`src/sv/flph_pkg.sv`:
```
// Package for the FNV-1a linear probing hash table: types, codes, constants.
// Depends on nothing; used by every module of the block.
package flph_pkg;

   localparam int SLOTS_DEFAULT      = 64;
   localparam int KEY_BYTES_DEFAULT  = 4;
   localparam int VALUE_BITS_DEFAULT = 32;

   localparam logic [31:0] FNV_BASIS = 32'd2166136261;
   localparam logic [31:0] FNV_MULT  = 32'd16777619;

   localparam logic [1:0] FUNC_FIND   = 2'd0;
   localparam logic [1:0] FUNC_INSERT = 2'd1;
   localparam logic [1:0] FUNC_SCAN   = 2'd2;

   localparam logic [2:0] ST_INSERTED  = 3'd0;
   localparam logic [2:0] ST_UPDATED   = 3'd1;
   localparam logic [2:0] ST_FOUND     = 3'd2;
   localparam logic [2:0] ST_NOT_FOUND = 3'd3;
   localparam logic [2:0] ST_FULL      = 3'd4;
   localparam logic [2:0] ST_ENTRY     = 3'd5;
   localparam logic [2:0] ST_SCAN_END  = 3'd6;

   typedef struct packed {
      logic [1:0]  func;
      logic [31:0] lookup_key;
      logic [31:0] new_value;
      logic [5:0]  start_slot;
   } req_type;

   typedef struct packed {
      logic [2:0]  status;
      logic [31:0] found_key;
      logic [31:0] found_value;
      logic [5:0]  slot;
   } rsp_type;

   // Control between the sequencer and the hash unit.
   typedef struct packed {
      logic start;
      logic busy;
      logic done;
   } hash_ctl_type;

endpackage

```
`src/sv/flph_hasher.sv`:
```
// Iterative FNV-1a hash unit: one key byte folded in per cycle by a shared multiplier.
// Depends on flph_pkg.
module flph_hasher #(
   parameter int KEY_BYTES = 4,
   parameter int SLOT_BITS = 6
) (
   input  logic                       clock,
   input  logic                       reset,
   input  logic                       start,
   input  logic [8*KEY_BYTES-1:0]     key,
   output flph_pkg::hash_ctl_type     ctl,
   output logic [SLOT_BITS-1:0]       home
);
   import flph_pkg::*;

   localparam int CNT_BITS = (KEY_BYTES > 1) ? $clog2(KEY_BYTES) : 1;

   logic [31:0]            hash_ff, hash_in;
   logic [8*KEY_BYTES-1:0] key_ff, key_in;
   logic [CNT_BITS-1:0]    cnt_ff, cnt_in;
   logic                   busy_ff, busy_in;
   logic                   done_ff, done_in;
   logic [31:0]            mixed;

   assign mixed = hash_ff ^ {24'd0, key_ff[7:0]};

   always_comb begin
      hash_in = hash_ff;
      key_in  = key_ff;
      cnt_in  = cnt_ff;
      busy_in = busy_ff;
      done_in = 1'b0;
      if (start) begin
         hash_in = FNV_BASIS;
         key_in  = key;
         cnt_in  = '0;
         busy_in = 1'b1;
      end else if (busy_ff) begin
         hash_in = mixed * FNV_MULT;
         key_in  = key_ff >> 8;
         cnt_in  = cnt_ff + 1'b1;
         if (cnt_ff == CNT_BITS'(KEY_BYTES - 1)) begin
            busy_in = 1'b0;
            done_in = 1'b1;
         end
      end
   end

   always_ff @(posedge clock) begin
      if (reset) begin
         busy_ff <= 1'b0;
         done_ff <= 1'b0;
         cnt_ff  <= '0;
      end else begin
         busy_ff <= busy_in;
         done_ff <= done_in;
         cnt_ff  <= cnt_in;
      end
      hash_ff <= hash_in;
      key_ff  <= key_in;
   end

   assign ctl.start = start;
   assign ctl.busy  = busy_ff;
   assign ctl.done  = done_ff;
   assign home      = hash_ff[SLOT_BITS-1:0];

endmodule

```
`src/sv/fnv1a_linear_probe_hash_table.sv`:
```
// Open-addressed key/value table keyed by a 32-bit FNV-1a hash with linear probing.
// One request is worked at a time: the key is hashed one byte per cycle through a shared
// multiplier, then each probed slot takes a registered memory read and a compare; a scan
// reads and checks each slot in turn from start_slot. The occupancy bits are flip-flops
// cleared at reset, so no clearing pass is needed. A new key is refused with status full
// once SLOTS/2 entries are held. Depends on flph_pkg and flph_hasher.
module fnv1a_linear_probe_hash_table #(
   parameter int SLOTS      = flph_pkg::SLOTS_DEFAULT,
   parameter int KEY_BYTES  = flph_pkg::KEY_BYTES_DEFAULT,
   parameter int VALUE_BITS = flph_pkg::VALUE_BITS_DEFAULT
) (
   input  logic              clock,
   input  logic              reset,
   input  logic              req_valid,
   output logic              req_ready,
   input  flph_pkg::req_type req_data,
   output logic              rsp_valid,
   input  logic              rsp_ready,
   output flph_pkg::rsp_type rsp_data
);
   import flph_pkg::*;

   localparam int SB  = $clog2(SLOTS);
   localparam int KB  = 8 * KEY_BYTES;
   localparam int KW  = (KB < 32) ? KB : 32;
   localparam int VW  = (VALUE_BITS < 32) ? VALUE_BITS : 32;
   localparam int CB  = SB + 1;

   typedef enum logic [2:0] {
      S_IDLE, S_HASH, S_READ, S_CHECK, S_SCAN_RD, S_SCAN_CK, S_RESP
   } state_type;

   state_type state_ff;
   req_type   req_ff;
   rsp_type   rsp_ff;
   logic [SB-1:0] addr_ff;
   logic [CB-1:0] tries_ff;
   logic [CB-1:0] count_ff;
   logic [SLOTS-1:0] occ_ff;

   logic [KW-1:0] key_mem [SLOTS];
   logic [VW-1:0] val_mem [SLOTS];
   logic [KW-1:0] rd_key_ff;
   logic [VW-1:0] rd_val_ff;
   logic          rd_occ_ff;

   logic          wr_en;
   logic [SB-1:0] wr_addr;
   logic          wr_key_en;
   logic [KW-1:0] req_key;
   logic [VW-1:0] req_val;

   hash_ctl_type  hctl;
   logic [SB-1:0] home;

   assign req_key = req_ff.lookup_key[KW-1:0];
   assign req_val = req_ff.new_value[VW-1:0];

   flph_hasher #(.KEY_BYTES(KEY_BYTES), .SLOT_BITS(SB)) u_hasher (
      .clock (clock),
      .reset (reset),
      .start (req_valid && req_ready && req_data.func != FUNC_SCAN),
      .key   (KB'(req_data.lookup_key)),
      .ctl   (hctl),
      .home  (home)
   );

   always_ff @(posedge clock) begin
      if (wr_en) begin
         val_mem[wr_addr] <= req_val;
         if (wr_key_en) begin
            key_mem[wr_addr] <= req_key;
         end
      end
      rd_key_ff <= key_mem[addr_ff];
      rd_val_ff <= val_mem[addr_ff];
      rd_occ_ff <= occ_ff[addr_ff];
   end

   function automatic rsp_type mk(logic [2:0] st, logic [KW-1:0] k,
                                  logic [VW-1:0] v, logic [SB-1:0] s);
      rsp_type r;
      r.status      = st;
      r.found_key   = 32'(k);
      r.found_value = 32'(v);
      r.slot        = 6'(s);
      return r;
   endfunction

   always_comb begin
      wr_en     = 1'b0;
      wr_key_en = 1'b0;
      wr_addr   = addr_ff;
      if (state_ff == S_CHECK && req_ff.func == FUNC_INSERT) begin
         if (rd_occ_ff && rd_key_ff == req_key) begin
            wr_en = 1'b1;
         end else if (!rd_occ_ff && count_ff < CB'(SLOTS / 2)) begin
            wr_en     = 1'b1;
            wr_key_en = 1'b1;
         end
      end
   end

   always_ff @(posedge clock) begin
      if (reset) begin
         state_ff <= S_IDLE;
         occ_ff   <= '0;
         count_ff <= '0;
      end else begin
         case (state_ff)
            S_IDLE: begin
               if (req_valid) begin
                  req_ff <= req_data;
                  if (req_data.func == FUNC_SCAN) begin
                     if (32'(req_data.start_slot) >= SLOTS) begin
                        rsp_ff   <= mk(ST_SCAN_END, '0, '0, '0);
                        state_ff <= S_RESP;
                     end else begin
                        addr_ff  <= SB'(req_data.start_slot);
                        state_ff <= S_SCAN_RD;
                     end
                  end else begin
                     state_ff <= S_HASH;
                  end
               end
            end
            S_HASH: begin
               if (hctl.done) begin
                  addr_ff  <= home;
                  tries_ff <= '0;
                  state_ff <= S_READ;
               end
            end
            S_READ: state_ff <= S_CHECK;
            S_CHECK: begin
               if (req_ff.func != FUNC_FIND && req_ff.func != FUNC_INSERT) begin
                  rsp_ff   <= mk(ST_NOT_FOUND, '0, '0, '0);
                  state_ff <= S_RESP;
               end else if (!rd_occ_ff) begin
                  if (req_ff.func == FUNC_FIND) begin
                     rsp_ff <= mk(ST_NOT_FOUND, '0, '0, '0);
                  end else if (count_ff >= CB'(SLOTS / 2)) begin
                     rsp_ff <= mk(ST_FULL, '0, '0, '0);
                  end else begin
                     rsp_ff   <= mk(ST_INSERTED, req_key, req_val, addr_ff);
                     occ_ff[addr_ff] <= 1'b1;
                     count_ff <= count_ff + 1'b1;
                  end
                  state_ff <= S_RESP;
               end else if (rd_key_ff == req_key) begin
                  if (req_ff.func == FUNC_FIND) begin
                     rsp_ff <= mk(ST_FOUND, rd_key_ff, rd_val_ff, addr_ff);
                  end else begin
                     rsp_ff <= mk(ST_UPDATED, req_key, req_val, addr_ff);
                  end
                  state_ff <= S_RESP;
               end else if (tries_ff == CB'(SLOTS - 1)) begin
                  rsp_ff   <= mk((req_ff.func == FUNC_FIND) ? ST_NOT_FOUND : ST_FULL,
                                 '0, '0, '0);
                  state_ff <= S_RESP;
               end else begin
                  tries_ff <= tries_ff + 1'b1;
                  addr_ff  <= addr_ff + 1'b1;
                  state_ff <= S_READ;
               end
            end
            S_SCAN_RD: state_ff <= S_SCAN_CK;
            S_SCAN_CK: begin
               if (rd_occ_ff) begin
                  rsp_ff   <= mk(ST_ENTRY, rd_key_ff, rd_val_ff, addr_ff);
                  state_ff <= S_RESP;
               end else if (addr_ff == SB'(SLOTS - 1)) begin
                  rsp_ff   <= mk(ST_SCAN_END, '0, '0, '0);
                  state_ff <= S_RESP;
               end else begin
                  addr_ff  <= addr_ff + 1'b1;
                  state_ff <= S_SCAN_RD;
               end
            end
            S_RESP: begin
               if (rsp_ready) begin
                  state_ff <= S_IDLE;
               end
            end
            default: state_ff <= S_IDLE;
         endcase
      end
   end

   assign req_ready = (state_ff == S_IDLE);
   assign rsp_valid = (state_ff == S_RESP);
   assign rsp_data  = rsp_ff;

endmodule

```
`config.mk`:
```
export PLATFORM = sky130hd
export DESIGN_NAME = fnv1a_linear_probe_hash_table
export DESIGN_NICKNAME = d
export VERILOG_FILES = /design/src/sv/flph_pkg.sv /design/src/sv/flph_hasher.sv /design/src/sv/fnv1a_linear_probe_hash_table.sv
export SDC_FILE = /design/constraint.sdc
export NUM_CORES = 2
export LEC_CHECK = 0
export ABC_AREA = 1
export BUFFER_PORTS_ARGS = -buffer_cell sky130_fd_sc_hd__clkbuf_2
export CORE_ASPECT_RATIO = 0.8
export CORE_MARGIN = 2
export CORE_UTILIZATION = 30
export DETAILED_ROUTE_END_ITERATION = 8
export SYNTH_ARGS = -nofsm -noshare
export SYNTH_HDL_FRONTEND = slang
export SYNTH_SLANG_ARGS = --single-unit
```
`constraint.sdc`:
```
create_clock -name clock -period 14.78 [get_ports clock]
set_clock_uncertainty 0.15 [all_clocks]
set_input_delay 1.478 -clock clock [delete_from_list [all_inputs] [get_ports clock]]
set_output_delay 1.478 -clock clock [all_outputs]
set_load 0.01 [all_outputs]
```
### Word-level counts from Yosys, hierarchy flattened

Memory sizes are Yosys's and may differ from the RTL's. A register that Yosys moved wholly into a read port is not among the register bits.
Cells that the tools add are included.

| storage, ports and cells | value |
|---|---|
| bits in registers | 295 |
| latch bits | 0 |
| memory bits (writable) | 4096 |
| ROM bits | 0 |
| input bits | 76 |
| output and inout bits | 75 |
| word-level logic and storage cells | 144 |
| memories | 2 |

| operators by class | value |
|---|---|
| $add $sub $neg | 4 |
| multiply operators | 1 |
| div/mod/pow operators | 0 |
| $lt $le $gt $ge | 4 |
| equal/unequal tests | 26 |
| shifts and indexed selects | 0 |
| muxes and demuxes | 58 |
| bitwise operators | 8 |
| reductions and logical operators | 23 |

Memories:

| name | words | bits a word | rd ports | clocked after Yosys merged registers in | write ports | RTL line | RTL |
|---|---|---|---|---|---|---|---|
| key_mem | 64 | 32 | 1 | 1 | 1 | fnv1a_linear_probe_hash_table.sv:41 | `logic [KW-1:0] key_mem [SLOTS];` |
| val_mem | 64 | 32 | 1 | 1 | 1 | fnv1a_linear_probe_hash_table.sv:42 | `logic [VW-1:0] val_mem [SLOTS];` |

Operators by type and width:

| operator | count |
|---|---|
| $mux W73 | 8 |
| $pmux W73 S2 | 1 |
| $mux W72 | 1 |
| $mux W32 | 2 |
| $or A64 B64 Y64 | 1 |
| $mux W6 | 9 |
| $mux W7 | 5 |
| $eq A32 B32 Y1 | 1 |
| $mul A32 B25 Y32 const B | 1 |
| $xor A32 B8 Y32 | 1 |
| $mux W3 | 9 |
| $pmux W6 S4 | 1 |
| $pmux W3 S7 | 1 |
| $mux W1 | 16 |
| $ne A2 B2 Y1 const B | 8 |
| $add A7 B1 Y7 const B | 2 |
| $pmux W7 S2 | 1 |
| $reduce_and A11 Y1 | 1 |
| $eq A3 B3 Y1 const B | 3 |
| $ne A2 B1 Y1 const B | 4 |
| $reduce_bool A2 Y1 | 4 |
| $eq A7 B6 Y1 const B | 1 |
| $ge A7 B6 Y1 const B | 1 |
| $logic_and A1 B1 Y1 | 7 |
| other kinds (26) | 35 |

### Longest topological paths before layout

| logic depth | value |
|---|---|
| depth after elaboration | 8 |
| depth in mapped cells | 14 |

### Hierarchy

A second synthesis with hierarchy kept.

| second synthesis, totals | value |
|---|---|
| cell total of the unflattened synthesis | 11780 |
| area total of the unflattened synthesis | 166233.2 um^2 |

Modules (own cells, without submodules):

| module | instances | cells each | area each (um^2) |
|---|---|---|---|
| fnv1a_linear_probe_hash_table | 1 | 11589 | 164504.0 |
| flph_hasher | 1 | 191 | 1729.2 |

### Worst setup path after synthesis

OpenSTA, ideal clock, no wires.

| timing path | value |
|---|---|
| path kind | in2reg |
| start | input port reset |
| end | register req_ff[70] (netlist bit) (enable) |
| setup time | 0.490 ns |
| arrival time | 4.590 ns |
| path slack | 9.549 ns |
| cell stages on the path | 3 |
| cells stage by stage | clkbuf_1 -> clkbuf_1 -> nor2_1 |

| between the ends | value |
|---|---|
| word-level cells in the longest chain between the ends | 2 |

Ends and longest elaborated chain:

| item | RTL line | RTL |
|---|---|---|
| from (decl) | fnv1a_linear_probe_hash_table.sv:13 | `input logic reset,` |
| $not A1 Y1 (no source line) | - |  |
| $reduce_and A3 Y1 (no source line) | - |  |
| to (signal assigned) | fnv1a_linear_probe_hash_table.sv:113 | `req_ff <= req_data;` |
| to (decl) | fnv1a_linear_probe_hash_table.sv:34 | `req_type req_ff;` |

No other way between the ends.
A chain may end at the register's enable or synchronous reset.

==> results.cfg <==
[worst_setup_path]
crit_type = flop to flop
cp_data_arrival_time_ns = 6.65
reg2reg_depth = 13
crit_start = addr_ff[0]
rrSetupSlack_ns = 8.84
cp.required_ns = 15.49
reg2reg_to = rd_key_ff[9]
cp-start-kind = flop
reg2reg_from = addr_ff[0]
cp_common_cell = buf_4
max_stage_delay_ns = 0.89
path_cells = buf_4, inv_2, nand3_2, inv_8, buf_4, buf_4, buf_4, nand2_1, nand4_1, o21ai_0, nand2_1, nor2_1, nand2_1
path_delay_family = buffers and inverters
path_max_fanout = 83
endpoint_kind = flop
cp_num_buf_inv = 6
crit_slowest_cell = buf_4

[power_and_ir_drop]
total_power_mw = 28.47
vdd_drop_max_mv = 0.09957
pwr_density_cell_nw_per_um2 = 150.9
p_leak_nw = 62.14

[placed_design]
dpl_worst_slack_ns = 9.002
gp_congestion = 0.7950
dp_hpwl_microns = 268800
port_buffers = 150
place_inst = 18850

[timing]
slew_headroom = 0.06968
slew_viol_final = 0
hold_violations = 0
final.setup.tns_ns = 0
fin_hold_ws_ns = 0.2744
clock.fmax_ghz = 0.1685
rsz0062_at_grt = false
fin_crit_sh = 0.4016
period_needed_ns = 5.936
tightest_slew_ns = 1.384
setup_viol_count_final = 0
final.setup.worst_slack_ns = 8.844

[floorplanning]
die_area_sq_um = 557600
initial_core_util = 0.3017
core-area_sq_um = 548500
ios = 151
rows = 243
die_x_microns = 834.4
die_h_microns = 668.3

[route]
postRouteAntennaNets = 0
routedWlPerCell_microns = 27.36
drc = 0
via_per_inst = 5.249
drt-total-wl_microns = 534600
drt_first_pass_iters = 8
drt-initial-drc-count = 16070
via_count = 102500

[yosys]
syn_inst = 11620
syn-num-nets = 11710
yosysSeqAreaShare = 0.7932
synth_cell_types = 47
syn_avg_cell_area_sq_um = 14.24
syn_area_sq_um = 165500
ys_warn_count = 0
ys_ff_latch = 4421

[clock_network]
root_buffer = clkbuf_16
cts_resized = 0
post_cts_buffers = 0
cts_tree = built
holdBufCountCts = 0
clkLatencyLatePin_ns = 0.96
cts_buffer_depth = 4
path_clk_slew_ns = 0.07
htreeDepth = 5
numClockSinks = 4421
cts_buffers = 374

[job]
maxCapViolations = 0

[min_path]
min_path_type = flop to flop
hp-start = count_ff[6]
min_delay_path_depth = 2
min_to = count_ff[6]

[final_layout]
fin_nets = 11960
syn_to_final_growth_pct = 14.00
drive_above_1_share = 0.09704
final_cell_count_no_fill = 19540

[global_routing]
grt_pass1_vias = 95110
grt_max_degree = 130
grt_overflow = 0
grt_pass1_wl_microns = 740700
grt_usage = 0.1842
antenna_found_initial = 22

[run_status]
status = completed
## worst min-delay path: stages, from the launching register on
cell     delay [ns]
dfxtp_1        0.31
inv_1          0.05
nor2_1         0.03
## through the flow
| stage | cell area [sq um] | utilization |
|---|---|---|
| CTS | 188600 | 0.3439 |
| global route | 188600 | 0.3439 |
| detailed placement | 176300 | 0.3215 |
| finish | 188600 | 0.3439 |
| global placement | 176300 | 0.3215 |
| floorplan | 165500 | - |
## kinds of logic after synthesis
kind of cell,Yosys count,share of synthesized area
buffers and inverters,1031,0.02565
flip-flops,4421,0.7932
AO/OA/AOI/OAI,1557,0.06529
AND/OR/NAND/NOR,4556,0.1125
adder cells (fa/ha/maj),16,0.001255
XOR/XNOR,39,0.002064
## layout by cell type, fill, tap and decap left out, types with 8 or more instances in the layout
master / synthesis / final
nand3b_1: 23 / 23
o22ai_1: 64 / 64
clkinv_2: 0 / 70
o31ai_1: 39 / 39
nand2_1: 3492 / 3491
clkbuf_1: 260 / 91
a21oi_1: 131 / 131
nor2_4: 0 / 61
a211oi_1: 9 / 9
o211ai_1: 38 / 38
inv_1: 426 / 420
bufinv_16: 0 / 41
buf_4: 5 / 307
clkinvlp_4: 0 / 8
dfxtp_1: 149 / 149
nor3_1: 83 / 8
o21ai_0: 369 / 369
o21a_1: 32 / 32
nor3_2: 1 / 75
nand4_1: 438 / 438
inv_6: 0 / 11
buf_12: 0 / 11
ha_1: 15 / 15
o2111ai_1: 155 / 155
clkinv_1: 2 / 48
clkbuf_2: 0 / 150
nand3_1: 130 / 126
o21ai_1: 30 / 30
a22o_1: 181 / 181
clkbuf_8: 0 / 26
clkbuf_16: 0 / 381
xnor2_1: 32 / 32
a22oi_1: 426 / 426
inv_8: 0 / 8
edfxtp_1: 4272 / 4272
nor2_1: 378 / 317
a221oi_1: 70 / 70
## metal layers
| metal | up-vias | global-route usage | routed length (microns) | part of all wire |
|---|---|---|---|---|
| li1 | 43120 | - | - | - |
| met1 | 52130 | 0.2707 | 221000 | 0.41 |
| met2 | 6499 | 0.2775 | 234000 | 0.44 |
| met3 | 783 | 0.03780 | 64010 | 0.12 |
| met4 | 6 | 0.04878 | 15610 | 0.029 |
| met5 | - | 0 | 36 | 0.000067 |
## Yosys cell counts (all sizes together)
library cell | n | area [sq um]
clkinv | 2 | 7.510
o21ai | 400 | 2006
buf | 332 | 1619
o21a | 32 | 240.2
o211ai | 38 | 285.3
clkbuf | 260 | 975.9
o31ai | 39 | 292.8
o41ai | 1 | 8.760
a22oi | 426 | 3198
edfxtp | 4272 | 128300
o22ai | 64 | 400.4
inv | 437 | 1643
nand4 | 438 | 2740
nor3 | 84 | 425.4
o2bb2ai | 7 | 61.31
nand3 | 134 | 705.7
xnor2 | 32 | 280.3
nor2 | 378 | 1419
a221oi | 70 | 613.1
o2111ai | 155 | 1358
o221ai | 1 | 8.760
o311ai | 1 | 8.760
a31o | 1 | 8.760
a21oi | 131 | 655.6
nand3b | 23 | 172.7
nand2 | 3493 | 13110
xor2 | 7 | 61.31
nor3b | 2 | 15.01
ha | 15 | 187.7
a31oi | 1 | 6.260
a22o | 181 | 1585
fa | 1 | 20.02
or2 | 4 | 25.03
a211oi | 9 | 67.56
dfxtp | 149 | 2983
## where the power goes
| part | internal, mW | switching (mW) |
|---|---|---|
| logic | 0.929 | 2.92 |
| clock network | 5.61 | 4.60 |
| registers | 14.2 | 0.224 |
## layout make-up
type | count | area (sq um)
repair buffers | 468 | 3276
well taps | 7350 | 9196
clock inverters | 186 | 2074
diodes | 6 | 15.01
inverters | 439 | 1704
clock buffers | 498 | 10230
fillers | 52560 | 359800
flip-flops and latches | 4421 | 131300
multi-input cells | 6168 | 30880
## sequential cells by signal (all words and copies together), names as in the netlist
register	count
rd_occ_ff	1
u_hasher.done_ff	1
rsp_data	73
state_ff	3
req_val	32
count_ff	7
u_hasher.cnt_ff	2
u_hasher.busy_ff	1
key_mem	2048
u_hasher.hash_ff	6
req_key	32
rd_key_ff	32
val_mem	2048
tries_ff	7
occ_ff	64
u_hasher.key_ff	24
req_ff	2
addr_ff	6
rd_val_ff	32
## how the worst max path moves through the flow
stage	end	slack, ns	cells past startpoint
final	rd_key_ff[9]	8.84	13
after global routing	rd_key_ff[9]	8.72	13
after CTS	rd_key_ff[29]	8.98	13
after detailed placement	rd_key_ff[29]	9.00	13
after global placement	rd_key_ff[9]	9.05	13
after floorplan	req_ff[70]	9.55	3
Note: power is estimated with default switching activity, not from simulation.
